[config.mk]
export PLATFORM = sky130hd
export DESIGN_NAME = source_byte_tokenizer
export DESIGN_NICKNAME = d
export VERILOG_FILES = /design/src/rtl/stok_pkg.sv /design/src/rtl/stok_front.sv /design/src/rtl/stok_queue.sv /design/src/rtl/stok_back.sv /design/src/rtl/source_byte_tokenizer.sv
export SDC_FILE = /design/constraint.sdc
export NUM_CORES = 1
export LEC_CHECK = 0
export BUFFER_PORTS_ARGS = -buffer_cell sky130_fd_sc_hd__buf_2
export CORE_ASPECT_RATIO = 1.2
export CORE_MARGIN = 2
export CORE_UTILIZATION = 50
export DETAILED_ROUTE_END_ITERATION = 16
export PLACE_DENSITY = 0.73
export RECOVER_POWER = 50
export SLEW_MARGIN = 20
export SYNTH_ARGS = -nofsm -noshare
export SYNTH_HDL_FRONTEND = slang
export SYNTH_HIERARCHICAL = 1
export SYNTH_SLANG_ARGS = --single-unit
[constraint.sdc]
create_clock -name clk -period 10.1 [get_ports clk]
set_clock_uncertainty 0.1 [all_clocks]
set_input_delay 3.03 -clock clk [delete_from_list [all_inputs] [get_ports clk]]
set_output_delay 3.03 -clock clk [all_outputs]
set_load 0.02 [all_outputs]
[src/rtl/stok_pkg.sv]
`default_nettype none
package stok_pkg;

  // Field widths of one result token
  localparam int KIND_BITS = 5;
  localparam int TOK_BITS  = 16;

  // Results one input byte can cause at most
  localparam int SLOTS     = 3;
  localparam int CNT_BITS  = 2;

  // Defaults for the top-level parameters
  localparam int OFFSET_BITS_DEF = 16;
  localparam int QUEUE_DEPTH_DEF = 4;

  // One token as it leaves the block (kind in the low bits when packed)
  typedef struct packed {
    logic [TOK_BITS-1:0]  length;
    logic [TOK_BITS-1:0]  start;
    logic [KIND_BITS-1:0] kind;
  } token_t;

  // All tokens caused by one byte, in order, slot 0 first
  typedef struct packed {
    logic [CNT_BITS-1:0] cnt;
    token_t [SLOTS-1:0]  slot;
  } bundle_t;

  // Queue control from the front end: push request and the full flag
  typedef struct packed {
    logic push;
    logic full;
  } queue_ctl_t;

endpackage
`default_nettype wire

[src/rtl/stok_front.sv]
`default_nettype none
module stok_front import stok_pkg::*; #(
  parameter int OFFSET_BITS = OFFSET_BITS_DEF
) (
  input  wire logic       clk,
  input  wire logic       rst_n,
  input  wire logic       in_valid,
  output logic            in_ready,
  input  wire logic [7:0] in_char,
  input  wire logic       in_last,
  input  wire logic       q_full,
  output queue_ctl_t      q_ctl,
  output bundle_t         q_data
);

  typedef enum logic [2:0] {
    MODE_IDLE,
    MODE_IDENT,
    MODE_NUMBER,
    MODE_BANG,
    MODE_ASSIGN,
    MODE_DRAINED
  } mode_t;

  localparam logic [KIND_BITS-1:0] K_BANG    = 5'd12;
  localparam logic [KIND_BITS-1:0] K_NOTEQ   = 5'd13;
  localparam logic [KIND_BITS-1:0] K_ASSIGN  = 5'd14;
  localparam logic [KIND_BITS-1:0] K_EQ      = 5'd15;
  localparam logic [KIND_BITS-1:0] K_IDENT   = 5'd16;
  localparam logic [KIND_BITS-1:0] K_INT     = 5'd17;
  localparam logic [KIND_BITS-1:0] K_FLOAT   = 5'd18;
  localparam logic [KIND_BITS-1:0] K_ILLEGAL = 5'd19;
  localparam logic [KIND_BITS-1:0] K_EOF     = 5'd20;

  localparam logic [7:0] CH_NUL    = 8'h00;
  localparam logic [7:0] CH_TAB    = 8'h09;
  localparam logic [7:0] CH_LF     = 8'h0A;
  localparam logic [7:0] CH_CR     = 8'h0D;
  localparam logic [7:0] CH_SPACE  = 8'h20;
  localparam logic [7:0] CH_BANG   = 8'h21;
  localparam logic [7:0] CH_DOT    = 8'h2E;
  localparam logic [7:0] CH_EQUAL  = 8'h3D;
  localparam logic [7:0] CH_UNDER  = 8'h5F;

  localparam int NUM_PUNCT = 12;
  localparam logic [7:0] PUNCT_CHARS [NUM_PUNCT] = '{
    8'h28, 8'h29, 8'h7B, 8'h7D, 8'h3B, 8'h2C,
    8'h2B, 8'h2D, 8'h2A, 8'h2F, 8'h3C, 8'h3E
  };

  localparam logic [1:0] DOTS_MAX = 2'd2;

  mode_t                  mode_r, mode_nxt;
  logic [OFFSET_BITS-1:0] run_start_r, run_start_nxt;
  logic [OFFSET_BITS-1:0] run_length_r, run_length_nxt;
  logic [1:0]             dot_count_r, dot_count_nxt;
  logic [OFFSET_BITS-1:0] byte_offset_r, byte_offset_nxt;

  logic                   is_alpha, is_numeral, is_dot, is_space;
  logic                   punct_hit;
  logic [KIND_BITS-1:0]   punct_kind;
  logic [OFFSET_BITS-1:0] len_inc, offset_inc;
  logic                   v0, v1, v2;
  token_t                 tok0, tok1, tok2;
  logic                   accept;

  function automatic logic is_run(mode_t m);
    return (m == MODE_IDENT) || (m == MODE_NUMBER) || (m == MODE_BANG) ||
           (m == MODE_ASSIGN);
  endfunction

  // Token for a pending run when it is closed
  function automatic token_t close_run(mode_t m, logic [OFFSET_BITS-1:0] st,
                                       logic [OFFSET_BITS-1:0] len, logic [1:0] dots);
    token_t t;
    t.start  = TOK_BITS'(st);
    t.length = TOK_BITS'(len);
    unique case (m)
      MODE_IDENT:  t.kind = K_IDENT;
      MODE_NUMBER: t.kind = (dots == 2'd0) ? K_INT : ((dots == 2'd1) ? K_FLOAT : K_ILLEGAL);
      MODE_BANG: begin
        t.kind   = K_BANG;
        t.length = TOK_BITS'(1);
      end
      MODE_ASSIGN: begin
        t.kind   = K_ASSIGN;
        t.length = TOK_BITS'(1);
      end
      default:     t.kind = K_EOF;
    endcase
    return t;
  endfunction

  // Classify the byte
  assign is_alpha   = ((in_char >= 8'h61) && (in_char <= 8'h7A)) ||
                      ((in_char >= 8'h41) && (in_char <= 8'h5A)) || (in_char == CH_UNDER);
  assign is_numeral = (in_char >= 8'h30) && (in_char <= 8'h39);
  assign is_dot     = (in_char == CH_DOT);
  assign is_space   = (in_char == CH_SPACE) || (in_char == CH_TAB) ||
                      (in_char == CH_LF) || (in_char == CH_CR);

  always_comb begin
    punct_hit  = 1'b0;
    punct_kind = '0;
    for (int i = 0; i < NUM_PUNCT; i++) begin
      if (in_char == PUNCT_CHARS[i]) begin
        punct_hit  = 1'b1;
        punct_kind = KIND_BITS'(i);
      end
    end
  end

  // Saturating run length, wrapping offset
  assign len_inc    = (run_length_r == '1) ? run_length_r : run_length_r + 1'b1;
  assign offset_inc = byte_offset_r + 1'b1;

  // Scan step: state update and up to three tokens
  always_comb begin
    mode_nxt        = mode_r;
    run_start_nxt   = run_start_r;
    run_length_nxt  = run_length_r;
    dot_count_nxt   = dot_count_r;
    byte_offset_nxt = offset_inc;
    v0   = 1'b0;
    v1   = 1'b0;
    v2   = 1'b0;
    tok0 = '0;
    tok1 = '0;
    tok2 = '0;

    priority if (mode_r == MODE_DRAINED) begin
      mode_nxt = MODE_DRAINED;
    end else if ((mode_r == MODE_IDENT) && is_alpha) begin
      run_length_nxt = len_inc;
    end else if ((mode_r == MODE_NUMBER) && (is_numeral || is_dot)) begin
      run_length_nxt = len_inc;
      if (is_dot && (dot_count_r != DOTS_MAX)) begin
        dot_count_nxt = dot_count_r + 2'd1;
      end
    end else if (((mode_r == MODE_BANG) || (mode_r == MODE_ASSIGN)) &&
                 (in_char == CH_EQUAL)) begin
      v0          = 1'b1;
      tok0.kind   = (mode_r == MODE_BANG) ? K_NOTEQ : K_EQ;
      tok0.start  = TOK_BITS'(run_start_r);
      tok0.length = TOK_BITS'(2);
      mode_nxt    = MODE_IDLE;
    end else begin
      // close the pending run, then start on this byte
      if (is_run(mode_r)) begin
        v0   = 1'b1;
        tok0 = close_run(mode_r, run_start_r, run_length_r, dot_count_r);
      end
      mode_nxt = MODE_IDLE;
      priority if (is_space) begin
        v1 = 1'b0;
      end else if (punct_hit) begin
        v1          = 1'b1;
        tok1.kind   = punct_kind;
        tok1.start  = TOK_BITS'(byte_offset_r);
        tok1.length = TOK_BITS'(1);
      end else if ((in_char == CH_BANG) || (in_char == CH_EQUAL)) begin
        mode_nxt       = (in_char == CH_BANG) ? MODE_BANG : MODE_ASSIGN;
        run_start_nxt  = byte_offset_r;
        run_length_nxt = OFFSET_BITS'(1);
      end else if (is_alpha || is_numeral) begin
        mode_nxt       = is_numeral ? MODE_NUMBER : MODE_IDENT;
        run_start_nxt  = byte_offset_r;
        run_length_nxt = OFFSET_BITS'(1);
        dot_count_nxt  = 2'd0;
      end else if (in_char == CH_NUL) begin
        v1          = 1'b1;
        tok1.kind   = K_EOF;
        tok1.start  = TOK_BITS'(byte_offset_r);
        tok1.length = '0;
        mode_nxt    = MODE_DRAINED;
      end else begin
        v1          = 1'b1;
        tok1.kind   = K_ILLEGAL;
        tok1.start  = TOK_BITS'(byte_offset_r);
        tok1.length = TOK_BITS'(1);
      end
    end

    // End marker: unless drained, flush what is left and add eof; return to reset state
    if (in_last) begin
      if (mode_nxt != MODE_DRAINED) begin
        if (is_run(mode_nxt)) begin
          v1   = 1'b1;
          tok1 = close_run(mode_nxt, run_start_nxt, run_length_nxt, dot_count_nxt);
        end
        v2          = 1'b1;
        tok2.kind   = K_EOF;
        tok2.start  = TOK_BITS'(offset_inc);
        tok2.length = '0;
      end
      mode_nxt        = MODE_IDLE;
      run_start_nxt   = '0;
      run_length_nxt  = '0;
      dot_count_nxt   = 2'd0;
      byte_offset_nxt = '0;
    end
  end

  // Pack the valid tokens from slot 0 up
  always_comb begin
    q_data.cnt     = CNT_BITS'({1'b0, v0} + {1'b0, v1} + {1'b0, v2});
    q_data.slot[0] = v0 ? tok0 : (v1 ? tok1 : tok2);
    q_data.slot[1] = (v0 && v1) ? tok1 : tok2;
    q_data.slot[2] = tok2;
  end

  assign in_ready   = !q_full;
  assign accept     = in_valid && in_ready;
  assign q_ctl.push = accept && (v0 || v1 || v2);
  assign q_ctl.full = q_full;

  // Hold scan state
  always_ff @(posedge clk) begin
    if (!rst_n) begin
      mode_r        <= MODE_IDLE;
      run_start_r   <= '0;
      run_length_r  <= '0;
      dot_count_r   <= 2'd0;
      byte_offset_r <= '0;
    end else if (accept) begin
      mode_r        <= mode_nxt;
      run_start_r   <= run_start_nxt;
      run_length_r  <= run_length_nxt;
      dot_count_r   <= dot_count_nxt;
      byte_offset_r <= byte_offset_nxt;
    end
  end

endmodule
`default_nettype wire

[src/rtl/stok_queue.sv]
`default_nettype none
module stok_queue import stok_pkg::*; #(
  parameter int DEPTH = QUEUE_DEPTH_DEF
) (
  input  wire logic       clk,
  input  wire logic       rst_n,
  input  wire queue_ctl_t ctl,
  input  wire bundle_t    wr_data,
  output logic            full,
  input  wire logic       pop,
  output bundle_t         head,
  output logic            head_valid
);

  localparam int AW = (DEPTH > 1) ? $clog2(DEPTH) : 1;
  localparam int CW = $clog2(DEPTH + 1);
  localparam logic [AW-1:0] LAST_IDX = AW'(DEPTH - 1);

  bundle_t         mem [DEPTH];
  logic [AW-1:0]   wr_ptr_r, rd_ptr_r;
  logic [CW-1:0]   count_r, count_nxt;
  logic            do_push, do_pop;

  assign full       = (count_r == CW'(DEPTH));
  assign head_valid = (count_r != '0);
  assign head       = mem[rd_ptr_r];
  assign do_push    = ctl.push && !ctl.full;
  assign do_pop     = pop && head_valid;

  always_comb begin
    count_nxt = count_r;
    if (do_push && !do_pop) begin
      count_nxt = count_r + 1'b1;
    end else if (do_pop && !do_push) begin
      count_nxt = count_r - 1'b1;
    end
  end

  // Advance pointers and count
  always_ff @(posedge clk) begin
    if (!rst_n) begin
      wr_ptr_r <= '0;
      rd_ptr_r <= '0;
      count_r  <= '0;
    end else begin
      count_r <= count_nxt;
      if (do_push) begin
        wr_ptr_r <= (wr_ptr_r == LAST_IDX) ? '0 : wr_ptr_r + 1'b1;
      end
      if (do_pop) begin
        rd_ptr_r <= (rd_ptr_r == LAST_IDX) ? '0 : rd_ptr_r + 1'b1;
      end
    end
  end

  // Store bundles
  always_ff @(posedge clk) begin
    if (do_push) begin
      mem[wr_ptr_r] <= wr_data;
    end
  end

endmodule
`default_nettype wire

[src/rtl/stok_back.sv]
`default_nettype none
module stok_back import stok_pkg::*; (
  input  wire logic        clk,
  input  wire logic        rst_n,
  input  wire bundle_t     head,
  input  wire logic        head_valid,
  output logic             pop,
  output logic             out_tvalid,
  input  wire logic        out_tready,
  output logic [39:0]      out_tdata,
  output logic             out_tlast
);

  logic [CNT_BITS-1:0] sub_r;
  logic                out_valid_r;
  token_t              out_tok_r;
  logic                out_last_r;
  logic                load;
  logic                slot_last;

  assign load      = head_valid && (!out_valid_r || out_tready);
  assign slot_last = (sub_r == (head.cnt - 1'b1));
  assign pop       = load && slot_last;

  // Walk the head bundle one token per transfer
  always_ff @(posedge clk) begin
    if (!rst_n) begin
      sub_r       <= '0;
      out_valid_r <= 1'b0;
    end else begin
      if (load) begin
        out_valid_r <= 1'b1;
        sub_r       <= slot_last ? '0 : sub_r + 1'b1;
      end else if (out_tready) begin
        out_valid_r <= 1'b0;
      end
    end
  end

  // Output payload register
  always_ff @(posedge clk) begin
    if (load) begin
      out_tok_r  <= head.slot[sub_r];
      out_last_r <= slot_last;
    end
  end

  assign out_tvalid = out_valid_r;
  assign out_tdata  = {3'b000, out_tok_r};
  assign out_tlast  = out_last_r;

endmodule
`default_nettype wire

[src/rtl/source_byte_tokenizer.sv]
// Streaming tokenizer for source text.
// Input stream: one source byte per transfer on in_tdata[7:0]; in_tlast marks
// the last byte of a text. A zero byte also ends the text: the pending token
// and an eof token come out, and later bytes are dropped until in_tlast.
// Output stream: one token per transfer with kind, start offset and length;
// out_tlast is set on the last token caused by one input byte.
// Throughput: one byte per cycle, limited only by the output, which moves
// one token per cycle. A byte can cause up to three tokens; they leave one
// after another while input keeps flowing into a queue of QUEUE_DEPTH
// token groups between the scanner and the output stage.
// Path: a byte's transfer writes its token group into the queue, and the
// output register then loads the first token once it is free.
// Stall: while out_tready is low the output register holds; the queue fills,
// and in_tready drops once it is full. No token is lost.
// Reset (rst_n low, synchronous): scan state returns to idle, the byte offset
// to zero, and the queue and output register empty. After every in_tlast the
// scanner also returns to this state, so the next byte has offset zero.
`default_nettype none
module source_byte_tokenizer import stok_pkg::*; #(
  parameter int OFFSET_BITS = OFFSET_BITS_DEF,
  parameter int QUEUE_DEPTH = QUEUE_DEPTH_DEF
) (
  input  wire logic        clk,
  input  wire logic        rst_n,
  input  wire logic        in_tvalid,
  output logic             in_tready,
  input  wire logic [7:0]  in_tdata,   // [7:0] char_byte
  input  wire logic        in_tlast,   // end_of_text
  output logic             out_tvalid,
  input  wire logic        out_tready,
  output logic [39:0]      out_tdata,  // [4:0] token_kind, [20:5] token_start,
                                       // [36:21] token_length, [39:37] zero
  output logic             out_tlast   // last_token
);

  queue_ctl_t q_ctl;
  bundle_t    q_wr;
  bundle_t    q_head;
  logic       q_full;
  logic       q_head_valid;
  logic       q_pop;

  stok_front #(
    .OFFSET_BITS(OFFSET_BITS)
  ) u_front (
    .clk      (clk),
    .rst_n    (rst_n),
    .in_valid (in_tvalid),
    .in_ready (in_tready),
    .in_char  (in_tdata),
    .in_last  (in_tlast),
    .q_full   (q_full),
    .q_ctl    (q_ctl),
    .q_data   (q_wr)
  );

  stok_queue #(
    .DEPTH(QUEUE_DEPTH)
  ) u_queue (
    .clk        (clk),
    .rst_n      (rst_n),
    .ctl        (q_ctl),
    .wr_data    (q_wr),
    .full       (q_full),
    .pop        (q_pop),
    .head       (q_head),
    .head_valid (q_head_valid)
  );

  stok_back u_back (
    .clk        (clk),
    .rst_n      (rst_n),
    .head       (q_head),
    .head_valid (q_head_valid),
    .pop        (q_pop),
    .out_tvalid (out_tvalid),
    .out_tready (out_tready),
    .out_tdata  (out_tdata),
    .out_tlast  (out_tlast)
  );

endmodule
`default_nettype wire

==> flow_metrics.env <==
export IMPL_status="finished with violations"
export IMPL_violations="capacitance limit, slew limit"
export IMPL_path_clk_slew_ns=0.06
export IMPL_placed_cells_incl_taps=2205
export IMPL_synthCells=1603
export IMPL_gp_congestion=0.891
export IMPL_path_max_fanout=16
export IMPL_clock_latency_ns=0.57
export IMPL_grt_max_degree=69
export IMPL_required_ns=10.27
export IMPL_drive_above_1_share_pct=14.8
export IMPL_n_antenna_cell=0
export IMPL_total_power_w=0.00613
export IMPL_setup_viol_count_final=0
export IMPL_io_buffers=52
export IMPL_postCtsSetupRepairBufs=0
export IMPL_drt_iter0_drc=1368
export IMPL_seq_area_frac_synth_pct=65.8
export IMPL_vias=14000
export IMPL_overflow=0
export IMPL_fin_area_um2=26400
export IMPL_dpl_hpwl_mm=32.3
export IMPL_hold_viol=0
export IMPL_drt_wl_total_mm=52.8
export IMPL_worstSetupStartpointType="primary input"
export IMPL_antenna_found_initial=0
export IMPL_p_leak_nw=8.36
export IMPL_die_h_um=246
export IMPL_synth_top_cells_by_count="edfxtp_1 (490), nand2_1 (123), mux4_2 (113), o21ai_0 (102), nor2_1 (67)"
export IMPL_synth_most_common_cell="edfxtp_1"
export IMPL_std_cell_rows=88
export IMPL_dieArea_um2=50500
export IMPL_fp_dieW_um=205
export IMPL_drc=0
export IMPL_crit_family="simple AND/OR/NAND/NOR gates"
export IMPL_cts_root_buffer="clkbuf_16"
export IMPL_syn_area_um2=24300
export IMPL_cts_buffers=49
export IMPL_synth_top_area_share_pct=60.4
export IMPL_via_per_inst=6.11
export IMPL_yosys_warnings=6
export IMPL_grt_pass1_wl_mm=80.8
export IMPL_start_util_pct=50.6
export IMPL_async_flop_share_pct=0
export IMPL_cts_tree="built"
export IMPL_grt_pass1_vias=14100
export IMPL_slowest_delay_ns=1.16
export IMPL_path_depth=9
export IMPL_ioPinCount=56
export IMPL_final_period_utilization_pct=74.8
export IMPL_crit_buf_inv=1
export IMPL_dr_pass1_iters=5
export IMPL_rsz0062_at_grt="no"
export IMPL_yosys_area_top_type="edfxtp_1"
export IMPL_final_antenna_net_count=0
export IMPL_synth_avg_cell_area_um2=15.2
export IMPL_finalHoldWorstSlack_ns=0.434
export IMPL_relSlewSlack_pct=-167
export IMPL_ys_seq_elements=555
export IMPL_tns_ns=0
export IMPL_cp_slowest_cell="nor3_1"
export IMPL_synth_area_leaders="edfxtp_1 (60%), mux4_2 (10%), dfxtp_1 (5.3%)"
export IMPL_h_tree_depth=2
export IMPL_placed_area_um2=24900
export IMPL_max_freq_ghz=0.132
export IMPL_hold_buffers=0
export IMPL_p_per_area_nw_per_um2=232
export IMPL_grtUsageTotal_pct=21.0
export IMPL_r2r_cells=4
export IMPL_cts_sinks=555
export IMPL_maxCapViolCount=7
export IMPL_ir_drop_v=0.000134
export IMPL_synth_ff_type="edfxtp_1"
export IMPL_path_cells="clkbuf_1, nor2b_1, a32oi_1, nor4_1, or3_1, nor3_1, o21ai_0, a32oi_1, o21ai_1"
export IMPL_critical_path_most_common_cell="a32oi_1"
export IMPL_core_area_um2=48100
export IMPL_cp_end_kind="register"
export IMPL_whs_path_depth=2
export IMPL_slew_violations=257
export IMPL_synth_edff_count=490
export IMPL_nets=1652
export IMPL_hp_class="register to register"
export IMPL_crit_type="primary input to register"
export IMPL_clockBufferDepth=3
export IMPL_post_cts_resized=0
export IMPL_arrival_ns=7.72
export IMPL_final_cells=2296
export IMPL_wire_per_inst_um=23.0
export IMPL_min_period_ns=7.55
export IMPL_area_growth_pct=8.53
export IMPL_synth_cell_types=88
export IMPL_tightestPinTransition_ns=4.01
==> worst reg2reg max path, delay by kind of cell, from the launching register on <==
| family | cells | cell delay, ns |
|---|---|---|
| AO/OA/AOI/OAI | 1 | 0.17 |
| buffers and inverters | 1 | 2.96 |
| flip-flops | 1 | 2.03 |
| multiplexers | 2 | 1.01 |
==> metal layers <==
| layer | global-route usage (%) | wire, µm | up-vias |
|---|---|---|---|
| met5 | 0 | 0 | - |
| met4 | 6.62 | 1420 | 0 |
| met3 | 2.85 | 3660 | 105 |
| met2 | 35.5 | 26700 | 572 |
| met1 | 28.4 | 21000 | 7118 |
| li1 | - | - | 6231 |
==> cell usage in the layout, fill, tap and decap left out, types with 6 or more instances in the layout <==
cell type  synthesis  routed
nand2b_1           7       7
clkinv_2           0       7
o31ai_1            6       6
and2_1            14       6
clkbuf_1          45      57
a21oi_1           42      42
nor4_1             5       6
conb_1             2      37
nor2b_1           51      50
nand2_1          123     123
a22o_1            10      10
a32o_1             7       7
buf_4             45      11
a32oi_1            7       7
a222oi_1           6       6
clkinv_1           1       9
a22oi_1           36      36
nand3_1           30      30
ha_1              11      11
mux2i_1           42      42
o21ai_0          102     107
nor3_1            18      23
a21boi_0          15      15
nor2_1            67      66
buf_2             34      12
clkbuf_16          0      50
or3_1              9       9
edfxtp_1         490     490
dfxtp_1           65      63
inv_1             32      32
mux4_2           113     113
xnor2_1           14      14
and3_1            15      15
a31oi_1           14      14
==> stage by stage <==
step,worst slack (ns),utilization (%)
after global routing,2.25,54.9
after detailed placement,2.42,51.8
final,2.55,54.9
after global placement,2.45,51.8
after CTS,3.00,55.2
after floorplan,1.60,-
==> kinds of logic (layout without fill, tap and decap cells) <==
group | Yosys count | after routing | share of synthesized area, %
flip-flops | 555 | 555 | 65.8
AND/OR/NAND/NOR | 383 | 383 | 8.18
AO/OA/AOI/OAI | 305 | 305 | 8.42
buffers and inverters | 172 | 200 | 4.04
multiplexers | 155 | 155 | 12.2
XOR/XNOR | 18 | 18 | 0.647
adder cells (fa/ha/maj) | 13 | 13 | 0.730
other | 2 | 37 | 0.0308
==> power breakdown <==
| group | internal (W) | leakage (nW) | switching [W] | total, W |
|---|---|---|---|---|
| sequential | 0.00294 | 5.05 | 0.000121 | 0.00306 |
| combinational | 0.000458 | 2.50 | 0.000729 | 0.00119 |
| clock | 0.00108 | 0.807 | 0.000805 | 0.00188 |
| total | 0.00447 | 8.36 | 0.00166 | 0.00613 |
==> worst paths after layout <==
check / start / end / slack, ns
worst max-delay path: in_tdata[4] / u_queue/mem[2][7] / 2.55
worst min-delay path: u_front/run_start_r[9] / u_front/run_start_r[9] / 0.43
worst max register to register: register / u_back/out_tdata[28] / 3.52
worst min register to register: u_front/run_start_r[9] / u_front/run_start_r[9] / 0.43
==> flip-flops by register name (all words and copies together), names as in the netlist, named ones only <==
| register | count |
|---|---|
| u_queue/mem | 452 |
| u_back/out_tdata | 37 |
| u_front/byte_offset_r | 16 |
| u_front/run_length_r | 16 |
| u_front/run_start_r | 16 |
| u_front/mode_r | 3 |
| u_queue/count_r | 3 |
| u_back/sub_r | 2 |
| u_front/dot_count_r | 2 |
| u_queue/rd_ptr_r | 2 |
| u_queue/wr_ptr_r | 2 |
| u_back/out_tlast | 1 |
| u_back/out_tvalid | 1 |
==> cell type report <==
cell class,instances,area (µm²)
Clock buffer,63,1350
Tap cell,630,788
Timing Repair Buffer,76,407
Fill cell,3708,21700
Multi-Input combinational cell,911,7440
Clock inverter,28,297
Inverter,33,124
Sequential cell,555,16000
Power figures use the tool's default switching activity.
